<file path="config.mk">
export PLATFORM = sky130hd
export DESIGN_NAME = mandelbrot_escape_time_top
export DESIGN_NICKNAME = d
export VERILOG_FILES = /design/src/design/mbt_pkg.sv /design/src/design/mandelbrot_escape_time_top.sv /design/src/design/mbt_mul.sv /design/src/design/mbt_seq.sv
export VERILOG_INCLUDE_DIRS = /design/src /design/src/design
export SDC_FILE = /design/constraint.sdc
export NUM_CORES = 2
export LEC_CHECK = 0
export BUFFER_PORTS_ARGS = -buffer_cell sky130_fd_sc_hd__buf_2
export CAP_MARGIN = 40
export CORE_UTILIZATION = 38
export CTS_CLUSTER_DIAMETER = 200
export DETAILED_ROUTE_END_ITERATION = 10
export PLACE_DENSITY = 0.5
export SYNTH_ARGS = -nofsm -noshare
export SYNTH_HDL_FRONTEND = slang
export SYNTH_HIERARCHICAL = 1
export SYNTH_SLANG_ARGS = --single-unit
</file>
<file path="constraint.sdc">
create_clock -name clk_i -period 9.1 [get_ports clk_i]
set_input_delay 0.455 -clock clk_i [delete_from_list [all_inputs] [get_ports clk_i]]
set_output_delay 0.455 -clock clk_i [all_outputs]
set_load 0.01 [all_outputs]
</file>
<file path="src/design/mandelbrot_escape_time_top_macros.svh">
// Assertion helpers used by the asserting file of this block.
// Each macro samples on the rising edge of clk_i and is off while rst_ni is low.
`ifndef MANDELBROT_ESCAPE_TIME_TOP_MACROS_SVH
`define MANDELBROT_ESCAPE_TIME_TOP_MACROS_SVH

// Same-cycle implication.
`define MBT_ASSERT_IMP(lbl, ante, cons) \
  lbl: assert property (@(posedge clk_i) disable iff (!rst_ni) (ante) |-> (cons)) \
    else $error("mandelbrot escape time check failed");

// Next-cycle implication.
`define MBT_ASSERT_NEXT(lbl, ante, cons) \
  lbl: assert property (@(posedge clk_i) disable iff (!rst_ni) (ante) |=> (cons)) \
    else $error("mandelbrot escape time check failed");

`endif

</file>
<file path="src/design/mbt_pkg.sv">
package mbt_pkg;

  // Default coordinate format: signed Q4.28.
  localparam int CoordBitsDefault = 32;
  localparam int FracBitsDefault  = 28;

  // Fixed field widths.
  localparam int CountBits = 16;
  localparam int PixelBits = 12;

  // The shared multiplier consumes this many bits of its second operand per cycle.
  localparam int MulDigitBits = 16;

  localparam int CfgIndexBits = 3;

  typedef enum logic [CfgIndexBits-1:0] {
    REG_REAL_ORIGIN     = 3'd0,
    REG_REAL_STEP       = 3'd1,
    REG_IMAG_ORIGIN     = 3'd2,
    REG_IMAG_STEP       = 3'd3,
    REG_ITERATION_LIMIT = 3'd4
  } cfg_reg_e;

  typedef struct packed {
    logic [PixelBits-1:0] column;
    logic [PixelBits-1:0] row;
  } mbt_in_t;

  typedef struct packed {
    logic [CountBits-1:0] iteration_count;
    logic                 hit_limit;
    logic [PixelBits-1:0] out_column;
    logic [PixelBits-1:0] out_row;
  } mbt_out_t;

  // Request to the shared multiplier.
  typedef struct packed {
    logic start;
    logic frac_shift;  // 1: shift the product right by the fraction width
  } mul_req_t;

  typedef enum logic [3:0] {
    ST_IDLE,
    ST_CR_MUL,
    ST_CR_ADD,
    ST_CI_MUL,
    ST_CI_ADD,
    ST_CHECK,
    ST_ZR2,
    ST_ZI2,
    ST_TEST,
    ST_CROSS,
    ST_UPD_RE0,
    ST_UPD_RE1,
    ST_UPD_IM0,
    ST_UPD_IM1,
    ST_DONE
  } seq_state_e;

endpackage

</file>
<file path="src/design/mandelbrot_escape_time_top.sv">
// Mandelbrot escape-time engine: one pixel in, one result out.
// Input channel (in_valid_i / in_stall_o / in_data_i): a transfer carries a pixel
// column and row. The pixel maps to c = (real_origin + column*real_step,
// imag_origin + row*imag_step) in signed fixed point, and z = z*z + c is iterated
// from zero until |z|^2 reaches 4.0 or the count reaches iteration_limit.
// Output channel (out_valid_o / out_stall_i / out_data_o): a transfer carries the
// count, the limit flag and the echoed pixel. A receiver stall holds the result
// in the output register; the engine may already take and process the next pixel,
// but it waits in its final state until the output register is free again.
// Pixels are handled one at a time. Every multiply goes through a single shared
// digit-serial multiplier that works on its second operand in NumDig digits
// (NumDig = COORD_BITS/16 rounded up, two at the default width). One iteration
// uses three multiplies and six other steps. Mapping the pixel, the final check
// and handing off the result come on top of the iterations; a pixel that escapes
// after k iterations runs the squares and the escape test once more than one
// that stops at the limit after k iterations.
// Configuration (cfg_valid_i / cfg_ready_o / cfg_index_i / cfg_data_i) is always
// ready and must be written only while no pixel is in flight.
// Reset restores origins (-2.0, -1.0), zero steps and a limit of 256.
`include "mandelbrot_escape_time_top_macros.svh"

module mandelbrot_escape_time_top #(
  parameter int COORD_BITS = mbt_pkg::CoordBitsDefault,
  parameter int FRAC_BITS  = mbt_pkg::FracBitsDefault,
  // The data port is wide enough for a coordinate and for the iteration limit.
  localparam int CfgBits = (COORD_BITS > mbt_pkg::CountBits) ? COORD_BITS
                                                             : mbt_pkg::CountBits
) (
  input  logic                              clk_i,
  input  logic                              rst_ni,
  input  logic                              in_valid_i,
  output logic                              in_stall_o,
  input  mbt_pkg::mbt_in_t                  in_data_i,
  output logic                              out_valid_o,
  input  logic                              out_stall_i,
  output mbt_pkg::mbt_out_t                 out_data_o,
  input  logic                              cfg_valid_i,
  output logic                              cfg_ready_o,
  input  logic [mbt_pkg::CfgIndexBits-1:0]  cfg_index_i,
  input  logic [CfgBits-1:0]                cfg_data_i
);

  localparam logic [COORD_BITS-1:0] RealOriginReset =
      COORD_BITS'(0) - (COORD_BITS'(2) << FRAC_BITS);
  localparam logic [COORD_BITS-1:0] ImagOriginReset =
      COORD_BITS'(0) - (COORD_BITS'(1) << FRAC_BITS);

  // Configuration registers.
  logic [COORD_BITS-1:0]         real_origin_q, real_step_q, imag_origin_q, imag_step_q;
  logic [mbt_pkg::CountBits-1:0] limit_q;

  // Sequencer to multiplier.
  mbt_pkg::mul_req_t     mul_req;
  logic [COORD_BITS-1:0] mul_a, mul_b, mul_res;
  logic                  mul_busy, mul_done;

  // Sequencer to output register.
  logic              seq_busy;
  logic              res_valid, res_ready;
  mbt_pkg::mbt_out_t res_data;

  logic              out_valid_q;
  mbt_pkg::mbt_out_t out_data_q;

  logic in_take;

  assign cfg_ready_o = 1'b1;

  // Writes to an unknown index are dropped.
  always_ff @(posedge clk_i or negedge rst_ni) begin
    if (!rst_ni) begin
      real_origin_q <= RealOriginReset;
      real_step_q   <= '0;
      imag_origin_q <= ImagOriginReset;
      imag_step_q   <= '0;
      limit_q       <= mbt_pkg::CountBits'(256);
    end else if (cfg_valid_i && cfg_ready_o) begin
      case (mbt_pkg::cfg_reg_e'(cfg_index_i))
        mbt_pkg::REG_REAL_ORIGIN:     real_origin_q <= cfg_data_i[COORD_BITS-1:0];
        mbt_pkg::REG_REAL_STEP:       real_step_q   <= cfg_data_i[COORD_BITS-1:0];
        mbt_pkg::REG_IMAG_ORIGIN:     imag_origin_q <= cfg_data_i[COORD_BITS-1:0];
        mbt_pkg::REG_IMAG_STEP:       imag_step_q   <= cfg_data_i[COORD_BITS-1:0];
        mbt_pkg::REG_ITERATION_LIMIT: limit_q <= cfg_data_i[mbt_pkg::CountBits-1:0];
        default: ;
      endcase
    end
  end

  // A new pixel is taken only when the sequencer is idle.
  assign in_stall_o = seq_busy;
  assign in_take    = in_valid_i & ~in_stall_o;

  mbt_seq #(
    .COORD_BITS (COORD_BITS),
    .FRAC_BITS  (FRAC_BITS)
  ) u_seq (
    .clk_i         (clk_i),
    .rst_ni        (rst_ni),
    .start_i       (in_take),
    .pixel_i       (in_data_i),
    .real_origin_i (real_origin_q),
    .real_step_i   (real_step_q),
    .imag_origin_i (imag_origin_q),
    .imag_step_i   (imag_step_q),
    .limit_i       (limit_q),
    .mul_req_o     (mul_req),
    .mul_a_o       (mul_a),
    .mul_b_o       (mul_b),
    .mul_done_i    (mul_done),
    .mul_res_i     (mul_res),
    .busy_o        (seq_busy),
    .res_valid_o   (res_valid),
    .res_ready_i   (res_ready),
    .res_data_o    (res_data)
  );

  mbt_mul #(
    .COORD_BITS (COORD_BITS),
    .FRAC_BITS  (FRAC_BITS)
  ) u_mul (
    .clk_i  (clk_i),
    .rst_ni (rst_ni),
    .req_i  (mul_req),
    .a_i    (mul_a),
    .b_i    (mul_b),
    .busy_o (mul_busy),
    .done_o (mul_done),
    .res_o  (mul_res)
  );

  // Output register: loads when empty or when its current result is transferred.
  assign res_ready = ~out_valid_q | ~out_stall_i;

  always_ff @(posedge clk_i or negedge rst_ni) begin
    if (!rst_ni) begin
      out_valid_q <= 1'b0;
    end else if (res_ready) begin
      out_valid_q <= res_valid;
    end
  end

  always_ff @(posedge clk_i) begin
    if (res_ready && res_valid) begin
      out_data_q <= res_data;
    end
  end

  assign out_valid_o = out_valid_q;
  assign out_data_o  = out_data_q;

  // The engine goes busy right after it takes a pixel.
  `MBT_ASSERT_NEXT(a_busy_after_take, in_take, in_stall_o)
  // No multiply is started while the shared multiplier is still working.
  `MBT_ASSERT_IMP(a_mul_no_overlap, mul_busy, !mul_req.start)
  // A reported count never exceeds the limit.
  `MBT_ASSERT_IMP(a_count_in_range, out_valid_o, out_data_o.iteration_count <= limit_q)
  // The limit flag agrees with the count.
  `MBT_ASSERT_IMP(a_limit_flag, out_valid_o,
                  out_data_o.hit_limit == (out_data_o.iteration_count == limit_q))

endmodule

</file>
<file path="src/design/mbt_mul.sv">
module mbt_mul #(
  parameter int COORD_BITS = mbt_pkg::CoordBitsDefault,
  parameter int FRAC_BITS  = mbt_pkg::FracBitsDefault
) (
  input  logic                    clk_i,
  input  logic                    rst_ni,
  input  mbt_pkg::mul_req_t       req_i,
  input  logic [COORD_BITS-1:0]   a_i,
  input  logic [COORD_BITS-1:0]   b_i,
  output logic                    busy_o,
  output logic                    done_o,
  output logic [COORD_BITS-1:0]   res_o
);

  localparam int DigBits    = mbt_pkg::MulDigitBits;
  localparam int NumDig     = (COORD_BITS + DigBits - 1) / DigBits;
  localparam int YBits      = NumDig * DigBits;
  localparam int ProdBits   = 2 * COORD_BITS;
  localparam int PpBits     = COORD_BITS + DigBits;
  localparam int DigCntBits = $clog2(NumDig + 1);

  localparam logic [COORD_BITS-1:0] MaxV = {1'b0, {(COORD_BITS-1){1'b1}}};
  localparam logic [COORD_BITS-1:0] MinV = {1'b1, {(COORD_BITS-1){1'b0}}};
  localparam logic [ProdBits-1:0]   MinMag = ProdBits'(1) << (COORD_BITS - 1);

  logic [COORD_BITS-1:0] x_q, x_d;
  logic [YBits-1:0]      y_q, y_d;
  logic                  neg_q, neg_d;
  logic                  frac_q, frac_d;
  logic [ProdBits-1:0]   acc_q, acc_d;
  logic [DigCntBits-1:0] dig_q, dig_d;
  logic                  run_q, run_d;
  logic                  sat_q, sat_d;
  logic                  done_q, done_d;
  logic [COORD_BITS-1:0] res_q, res_d;

  logic [COORD_BITS-1:0] mag_a, mag_b;
  logic [PpBits-1:0]     pp;
  logic [ProdBits-1:0]   shifted, lim;
  logic [COORD_BITS-1:0] low;

  assign mag_a = a_i[COORD_BITS-1] ? (~a_i + COORD_BITS'(1)) : a_i;
  assign mag_b = b_i[COORD_BITS-1] ? (~b_i + COORD_BITS'(1)) : b_i;

  // One digit of the second operand per cycle, most significant first.
  assign pp = PpBits'(x_q) * PpBits'(y_q[YBits-1 -: DigBits]);

  assign shifted = frac_q ? (acc_q >> FRAC_BITS) : acc_q;
  assign lim     = neg_q ? MinMag : (MinMag - ProdBits'(1));
  assign low     = shifted[COORD_BITS-1:0];

  always_comb begin
    x_d    = x_q;
    y_d    = y_q;
    neg_d  = neg_q;
    frac_d = frac_q;
    acc_d  = acc_q;
    dig_d  = dig_q;
    run_d  = run_q;
    sat_d  = 1'b0;
    done_d = 1'b0;
    res_d  = res_q;
    if (req_i.start) begin
      x_d    = mag_a;
      y_d    = YBits'(mag_b);
      neg_d  = a_i[COORD_BITS-1] ^ b_i[COORD_BITS-1];
      frac_d = req_i.frac_shift;
      acc_d  = '0;
      dig_d  = DigCntBits'(NumDig);
      run_d  = 1'b1;
    end else if (run_q) begin
      acc_d = (acc_q << DigBits) + ProdBits'(pp);
      y_d   = y_q << DigBits;
      dig_d = dig_q - DigCntBits'(1);
      if (dig_q == DigCntBits'(1)) begin
        run_d = 1'b0;
        sat_d = 1'b1;
      end
    end else if (sat_q) begin
      // Truncated magnitude, then sign, then clamp to the coordinate range.
      if (shifted > lim) begin
        res_d = neg_q ? MinV : MaxV;
      end else begin
        res_d = neg_q ? (~low + COORD_BITS'(1)) : low;
      end
      done_d = 1'b1;
    end
  end

  always_ff @(posedge clk_i or negedge rst_ni) begin
    if (!rst_ni) begin
      run_q  <= 1'b0;
      sat_q  <= 1'b0;
      done_q <= 1'b0;
      dig_q  <= '0;
    end else begin
      run_q  <= run_d;
      sat_q  <= sat_d;
      done_q <= done_d;
      dig_q  <= dig_d;
    end
  end

  always_ff @(posedge clk_i) begin
    x_q    <= x_d;
    y_q    <= y_d;
    neg_q  <= neg_d;
    frac_q <= frac_d;
    acc_q  <= acc_d;
    res_q  <= res_d;
  end

  assign busy_o = run_q | sat_q;
  assign done_o = done_q;
  assign res_o  = res_q;

endmodule

</file>
<file path="src/design/mbt_seq.sv">
module mbt_seq #(
  parameter int COORD_BITS = mbt_pkg::CoordBitsDefault,
  parameter int FRAC_BITS  = mbt_pkg::FracBitsDefault
) (
  input  logic                           clk_i,
  input  logic                           rst_ni,
  input  logic                           start_i,
  input  mbt_pkg::mbt_in_t               pixel_i,
  input  logic [COORD_BITS-1:0]          real_origin_i,
  input  logic [COORD_BITS-1:0]          real_step_i,
  input  logic [COORD_BITS-1:0]          imag_origin_i,
  input  logic [COORD_BITS-1:0]          imag_step_i,
  input  logic [mbt_pkg::CountBits-1:0]  limit_i,
  output mbt_pkg::mul_req_t              mul_req_o,
  output logic [COORD_BITS-1:0]          mul_a_o,
  output logic [COORD_BITS-1:0]          mul_b_o,
  input  logic                           mul_done_i,
  input  logic [COORD_BITS-1:0]          mul_res_i,
  output logic                           busy_o,
  output logic                           res_valid_o,
  input  logic                           res_ready_i,
  output mbt_pkg::mbt_out_t              res_data_o
);

  localparam int SumBits = ((COORD_BITS + 1) > (FRAC_BITS + 3)) ? (COORD_BITS + 1)
                                                                 : (FRAC_BITS + 3);
  localparam logic [SumBits-1:0]    Four = SumBits'(4) << FRAC_BITS;
  localparam logic [COORD_BITS-1:0] MaxV = {1'b0, {(COORD_BITS-1){1'b1}}};
  localparam logic [COORD_BITS-1:0] MinV = {1'b1, {(COORD_BITS-1){1'b0}}};

  mbt_pkg::seq_state_e state_q, state_d;

  mbt_pkg::mbt_in_t              pixel_q;
  logic [COORD_BITS-1:0]         cr_q, ci_q, zr_q, zi_q, zr2_q, zi2_q, tmp_q;
  logic [mbt_pkg::CountBits-1:0] count_q;
  logic                          pend_q;

  logic                  mul_state;
  logic                  frac_sel;
  logic [COORD_BITS-1:0] add_a, add_b, add_res;
  logic [COORD_BITS:0]   add_full;
  logic [SumBits-1:0]    mag_sum;
  logic                  escape;
  logic                  count_done;

  // Shared saturating adder.
  assign add_full = {add_a[COORD_BITS-1], add_a} + {add_b[COORD_BITS-1], add_b};
  assign add_res  = (add_full[COORD_BITS] != add_full[COORD_BITS-1])
                  ? (add_full[COORD_BITS] ? MinV : MaxV)
                  : add_full[COORD_BITS-1:0];

  // Both squares are non-negative, so the exact sum is unsigned.
  assign mag_sum    = SumBits'(zr2_q) + SumBits'(zi2_q);
  assign escape     = mag_sum >= Four;
  assign count_done = count_q >= limit_i;

  // Next state.
  always_comb begin
    state_d = state_q;
    case (state_q)
      mbt_pkg::ST_IDLE:    if (start_i) state_d = mbt_pkg::ST_CR_MUL;
      mbt_pkg::ST_CR_MUL:  if (mul_done_i) state_d = mbt_pkg::ST_CR_ADD;
      mbt_pkg::ST_CR_ADD:  state_d = mbt_pkg::ST_CI_MUL;
      mbt_pkg::ST_CI_MUL:  if (mul_done_i) state_d = mbt_pkg::ST_CI_ADD;
      mbt_pkg::ST_CI_ADD:  state_d = mbt_pkg::ST_CHECK;
      mbt_pkg::ST_CHECK:   state_d = count_done ? mbt_pkg::ST_DONE : mbt_pkg::ST_ZR2;
      mbt_pkg::ST_ZR2:     if (mul_done_i) state_d = mbt_pkg::ST_ZI2;
      mbt_pkg::ST_ZI2:     if (mul_done_i) state_d = mbt_pkg::ST_TEST;
      mbt_pkg::ST_TEST:    state_d = escape ? mbt_pkg::ST_DONE : mbt_pkg::ST_CROSS;
      mbt_pkg::ST_CROSS:   if (mul_done_i) state_d = mbt_pkg::ST_UPD_RE0;
      mbt_pkg::ST_UPD_RE0: state_d = mbt_pkg::ST_UPD_RE1;
      mbt_pkg::ST_UPD_RE1: state_d = mbt_pkg::ST_UPD_IM0;
      mbt_pkg::ST_UPD_IM0: state_d = mbt_pkg::ST_UPD_IM1;
      mbt_pkg::ST_UPD_IM1: state_d = mbt_pkg::ST_CHECK;
      mbt_pkg::ST_DONE:    if (res_ready_i) state_d = mbt_pkg::ST_IDLE;
      default:             state_d = mbt_pkg::ST_IDLE;
    endcase
  end

  // Outputs and operand selection.
  always_comb begin
    mul_state   = 1'b0;
    frac_sel    = 1'b1;
    mul_a_o     = zr_q;
    mul_b_o     = zr_q;
    add_a       = zr2_q;
    add_b       = ~zi2_q + COORD_BITS'(1);
    busy_o      = 1'b1;
    res_valid_o = 1'b0;
    case (state_q)
      mbt_pkg::ST_IDLE: busy_o = 1'b0;
      mbt_pkg::ST_CR_MUL: begin
        mul_state = 1'b1;
        frac_sel  = 1'b0;
        mul_a_o   = COORD_BITS'(pixel_q.column);
        mul_b_o   = real_step_i;
      end
      mbt_pkg::ST_CR_ADD: begin
        add_a = real_origin_i;
        add_b = mul_res_i;
      end
      mbt_pkg::ST_CI_MUL: begin
        mul_state = 1'b1;
        frac_sel  = 1'b0;
        mul_a_o   = COORD_BITS'(pixel_q.row);
        mul_b_o   = imag_step_i;
      end
      mbt_pkg::ST_CI_ADD: begin
        add_a = imag_origin_i;
        add_b = mul_res_i;
      end
      mbt_pkg::ST_ZR2: mul_state = 1'b1;
      mbt_pkg::ST_ZI2: begin
        mul_state = 1'b1;
        mul_a_o   = zi_q;
        mul_b_o   = zi_q;
      end
      mbt_pkg::ST_CROSS: begin
        mul_state = 1'b1;
        mul_b_o   = zi_q;
      end
      mbt_pkg::ST_UPD_RE1: begin
        add_a = tmp_q;
        add_b = cr_q;
      end
      mbt_pkg::ST_UPD_IM0: begin
        // The multiplier still holds zr*zi.
        add_a = mul_res_i;
        add_b = mul_res_i;
      end
      mbt_pkg::ST_UPD_IM1: begin
        add_a = tmp_q;
        add_b = ci_q;
      end
      mbt_pkg::ST_DONE: res_valid_o = 1'b1;
      default: ;
    endcase
    mul_req_o.start      = mul_state & ~pend_q;
    mul_req_o.frac_shift = frac_sel;
  end

  always_ff @(posedge clk_i or negedge rst_ni) begin
    if (!rst_ni) begin
      state_q <= mbt_pkg::ST_IDLE;
      pend_q  <= 1'b0;
    end else begin
      state_q <= state_d;
      if (mul_req_o.start) begin
        pend_q <= 1'b1;
      end else if (mul_done_i) begin
        pend_q <= 1'b0;
      end
    end
  end

  always_ff @(posedge clk_i) begin
    case (state_q)
      mbt_pkg::ST_IDLE:    if (start_i) pixel_q <= pixel_i;
      mbt_pkg::ST_CR_ADD:  cr_q <= add_res;
      mbt_pkg::ST_CI_ADD: begin
        ci_q    <= add_res;
        zr_q    <= '0;
        zi_q    <= '0;
        count_q <= '0;
      end
      mbt_pkg::ST_ZR2:     if (mul_done_i) zr2_q <= mul_res_i;
      mbt_pkg::ST_ZI2:     if (mul_done_i) zi2_q <= mul_res_i;
      mbt_pkg::ST_UPD_RE0: tmp_q <= add_res;
      mbt_pkg::ST_UPD_RE1: zr_q <= add_res;
      mbt_pkg::ST_UPD_IM0: tmp_q <= add_res;
      mbt_pkg::ST_UPD_IM1: begin
        zi_q    <= add_res;
        count_q <= count_q + mbt_pkg::CountBits'(1);
      end
      default: ;
    endcase
  end

  assign res_data_o.iteration_count = count_q;
  assign res_data_o.hit_limit       = (count_q == limit_i);
  assign res_data_o.out_column      = pixel_q.column;
  assign res_data_o.out_row         = pixel_q.row;

endmodule
</file>
; Word level (Yosys, flattened, before mapping)
; Cells that the tools add are included.
[totals]
regBits = 622
word_cells = 156
[classes]
n_addsub = 9
multipliers = 1
magnitude_cmp = 3
n_eq_ne = 28
n_mux = 45
bitwise = 13
n_reduce_logical = 24
[ops]
columns = op, n
row1 = 2-to-1 mux 32 bit, 9
row2 = one-hot mux 32 bit (3 select lines), 3
row3 = adder 32 x 1 -> 32 bit (second input constant), 4
row4 = inverter 32 bit, 4
row5 = one-hot mux 32 bit (2 select lines), 2
row6 = one-hot mux 32 bit (4 select lines), 1
row7 = adder 32 x 32 -> 33 bit, 2
row8 = adder 64 x 48 -> 64 bit, 1
row9 = > comparator 64 bit, 1
row10 = 2-to-1 mux 64 bit, 1
row11 = one-hot mux 4 bit (14 select lines), 1
row12 = multiplier 32 x 16 -> 48 bit, 1
row13 = greater-or-equal comparator 33 x 31 -> 1 bit (second input constant), 1
row14 = 2-to-1 mux 4 bit, 8
row15 = one-hot mux 16 bit (2 select lines), 1
row16 = 2-to-1 mux 31 bit, 1
row17 = == test 4 bit (second input constant), 7
row18 = adder 16 x 1 -> 16 bit (second input constant), 1
row19 = == test 16 bit, 1
row20 = == test 4 x 3 -> 1 bit (second input constant), 4
row21 = greater-or-equal comparator 16 bit, 1
row22 = AND reduction 2 bit, 8
row23 = 2-to-1 mux 1 bit, 15
row24 = != test 2 x 1 -> 1 bit (second input constant), 5
row25 = 24 further kinds, 40

; Depth between registers and ports, before layout
[depth]
ltp_word = 7
mapped_depth = 25

; Modules after synthesis
; The synthesis kept the hierarchy.
[modules_own_cells]
columns = module, instances, cells_each, area_each_um2, seq_area_each_um2
row1 = mbt_mul, 1, 3073, 27054.7, 4349.2
row2 = mbt_seq, 1, 1454, 15685.0, 8052.7
row3 = mandelbrot_escape_time_top, 1, 357, 6814.0, 4869.7

; Least setup slack after synthesis
; Ideal clock, no wire load.
[synth_path]
path_type = register to register
startpoint = register u_mul.x_q[8]
endpoint = register u_mul.acc_q[55]
t_arrival_ps = 6455
required_time_ps = 9038
setup_slack_ps = 2584
path_stages_with_launch = 24
n_path_buf = 2
synth_period_minus_slack_ps = 6516
cell_sequence = edfxtp_1 > clkbuf_1 > nand2_1 > fa_1 > inv_1 > fa_1 > fa_1 > fa_1 > fa_1 > inv_1 > fa_1 > inv_1 > ha_1 > clkbuf_1 > nand2_1 > o21ai_0 > nand2b_1 > a41oi_1 > a211o_1 > o21a_1 > o21ba_2 > or3_1 > or3_1 > nand3_1
[synth_via]
elab_chain_cells = 2
[synth_lines]
columns = element, line
row1 = "start, declared", mbt_mul.sv:26  ; logic [COORD_BITS-1:0] x_q, x_d;
row2 = "start signal, assigned", mbt_mul.sv:105  ; x_q <= x_d;
row3 = multiplier 32 x 16 -> 48 bit, mbt_mul.sv:46  ; assign pp = PpBits'(x_q) * PpBits'(y_q[YBits-1 -: DigBits]);
row4 = adder 64 x 48 -> 64 bit, mbt_mul.sv:72  ; acc_d = (acc_q << DigBits) + ProdBits'(pp);
row5 = "end signal, assigned", mbt_mul.sv:109  ; acc_q <= acc_d;
row6 = "end, declared", mbt_mul.sv:30  ; logic [ProdBits-1:0] acc_q, acc_d;
; No other way between the ends.
; A chain may end at the register's enable or synchronous reset.

; Worst setup path after layout
[layout_path]
startpoint = register u_mul.y_q[20]
endpoint = register u_mul.acc_q[55]
[layout_via]
elab_chain_cells = 2
[layout_lines]
columns = element, line
row1 = "start, declared", mbt_mul.sv:27  ; logic [YBits-1:0] y_q, y_d;
row2 = "start signal, assigned", mbt_mul.sv:106  ; y_q <= y_d;
row3 = multiplier 32 x 16 -> 48 bit, mbt_mul.sv:46
row4 = adder 64 x 48 -> 64 bit, mbt_mul.sv:72
; No other way between the ends.

==> metrics.md <==
| Metric | Value |
|---|---|
| Total Routing Usage GR | `0.2382` |
| Vias post-DR | `36,220` |
| CTS root buf | `clkbuf_16` |
| Clock transition at the registers of the reported paths | `0.07 ns` |
| Core ar. | `0.1295 mm²` |
| Routed WL | `155.2 mm` |
| Crit-path max FO | `18` |
| Postcts setup bufs | `0` |
| Final Cycle Share | `0.8252` |
| Slew margin rel. | `0.3990` |
| Total CTS buffers | `74` |
| Min-delay src | `out_stall_i` |
| RSZ-0062 raised after global routing | `no` |
| Global routing usage on met1 | `0.3372` |
| Grt total ovfl | `0` |
| Cell mode on critical path | `fa_1` |
| Tightest Pin Transition | `0.8951 ns` |
| R2r startpoint | `u_mul/y_q[20]` |
| Placed Area | `0.05197 mm²` |
| Status | `finished, final reports clean` |
| Die area | `0.1318 mm²` |
| IO Pins | `108` |
| Nets@finish | `5,684` |
| Startpoint types | `register` |
| GP Congestion | `0.8906` |
| Critical Path Source | `u_mul/y_q[20]` |
| Sink Count | `622` |
| Hold Crit Class | `in2reg` |
| Largest net degree at the start of global routing | `73` |
| Num rows | `132` |
| HPWL Detailed | `117.4 mm` |
| Max Clk Rate | `0.1332 GHz` |
| Cell Chain, Critical Path | `buf_4 > and2_1 > fa_1 > inv_1 > fa_1 > fa_1 > inv_1 > fa_1 > fa_1 > inv_1 > fa_1 > inv_1 > ha_1 > nand2_1 > o21ai_0 > nor2_1 > a211o_1 > o21a_1 > o21ba_2 > or3_1 > or3_1 > nand3_1` |
| Global-route wire length before repair | `236.5 mm` |
| Setup TNS Final | `0 ns` |
| CP max stage cell | `edfxtp_1` |
| Post-cts resize count | `0` |
| Vias in the first global route | `36,620` |
| Clock Skew | `0.04129 ns` |
| Cells after Synth | `4,883` |
| Routed Antenna Nets | `0` |
| Layout cell share with drive strength beyond 1 | `0.1081` |
| Post-route cell area | `0.05468 mm²` |
| Setup Viol. Count Final | `0` |
| Maximum level of the CTS H-tree | `3` |
| Synthesized Nets | `5,653` |
| Initial DRC Count | `3,327` |
| Slowest stage delay, CP | `0.91 ns` |
| Syn_area_per_cell | `10.15 µm²` |
| Final min period | `7.510 ns` |
| Fin. Hold Viols | `0` |
| Met2 usage | `0.3810` |
| Initial antenna violation count | `8` |
| DRT Pass-1 Iters | `7` |
| Residual DRC | `0` |
| Crit Path Class | `reg2reg` |
| Most flop-heavy register | `u_mul/acc_q` |
| Biggest regs | `u_mul/acc_q (64), out_data_o (41)` |
| Crit end category | `register` |
| Die width | `363.1 µm` |
| Met3 usage | `0.02944` |
| Synth warn | `6` |
| Hold slack | `0.05274 ns` |
| CTS Buffer Depth | `3` |
| Worst EP required | `9.67 ns` |
| Fin. max-slew vios | `0` |
| Die Height | `363.1 µm` |
| Global route hottest layer | `met2` |
| Buffers on Ports | `106` |
| Clock Latency Late Sink | `0.66 ns` |
| Area Growth Syn to Fin | `10.37%` |
| Post-Syn Area | `0.04955 mm²` |
| Max Cap Viol | `0` |
| TritonCTS clock tree | `yes` |
| Layout fillers | `12,680` |
| Avg WL per Cell | `23.10 µm` |
| Via density | `5.390` |
| Initial Util | `0.3827` |
| CP arrival | `8.08 ns` |
| Max FFs per register | `64` |
through the flow:
step / util / instances / worst slack [ns]
floorplan: - / 4883 / 2.584
global placement: 0.3994 / 6538 / 1.508
detailed placement: 0.4014 / 6555 / 1.641
CTS: 0.4223 / 6717 / 1.620
global route: 0.4223 / 6717 / 1.128
finish: 0.4223 / 6720 / 1.590
critical path: cells and delay by family, from the launching register on:
kind / cells / cell delay, ns
buffers and inverters: 5 / 0.65
AND/OR/NAND/NOR: 6 / 1.20
flip-flops: 1 / 0.91
adder cells (fa/ha/maj): 7 / 3.34
AO/OA/AOI/OAI: 4 / 1.34
cell type report:
class                      count  area (µm²)  share of cell area
antenna                        3       7.507           0.0001373
clock buffer                  91        2009             0.03675
clock inverter                46       445.4            0.008145
inverter                     615        2308             0.04221
multi-input combinational   3391       28950              0.5294
sequential                   622       17270              0.3159
tap                         1742        2180             0.03986
timing repair buffer         210        1513             0.02766
layout by cell type (no fill, tap or decap), types with 21 or more instances in the layout:
cell type        n
and2_1         234
dfrtp_1        146
o21ai_0        177
buf_2          111
nand2b_1        27
edfxtp_1       403
mux2_2         125
buf_4           62
a211oi_1        24
nand2_1        595
clkbuf_16       77
a21o_1          62
nor4_1          27
a222oi_1       100
nor2b_1         21
a31oi_1         25
xor2_1          93
o21ai_1         25
inv_1          612
nor3_1          44
o31ai_1         22
nand4_1         44
fa_1           452
a22o_1          22
a21oi_1        193
xnor2_1         90
nor2_1         257
ha_1           254
dfxtp_1         64
mux2i_1         55
o21a_1          24
dlygate4sd3_1   25
or3_1           24
nand3_1        111
metal layers:
layer / wire [µm] / part of all wire
met1: 70580 / 0.45
met2: 71620 / 0.46
met3: 8774 / 0.057
met4: 4252 / 0.027
met5: 21 / 0.00014
worst paths after layout:
path / endpoint / slack (ns) / cells after the start
setup / recovery: u_mul/acc_q[55] / 1.59 / 22
max in group asynchronous: imag_origin_q[27] / 7.46 / 3
min in group asynchronous: limit_q[4] / 0.39 / 2
setup reg to reg: u_mul/acc_q[55] / 1.59 / 22
hold / removal: out_valid_o / 0.05 / 3
hold reg to reg: out_data_o[16] / 0.45 / 0
what timing repair did:
item / CTS / global route
hold buffers: 25 / 0
endpoints found under the hold margin: 89 / 0
setup endpoints to repair: 0 / 0
Power is not shown: default switching activity piles up to over one toggle a cycle in this logic, so the estimate is an artifact.
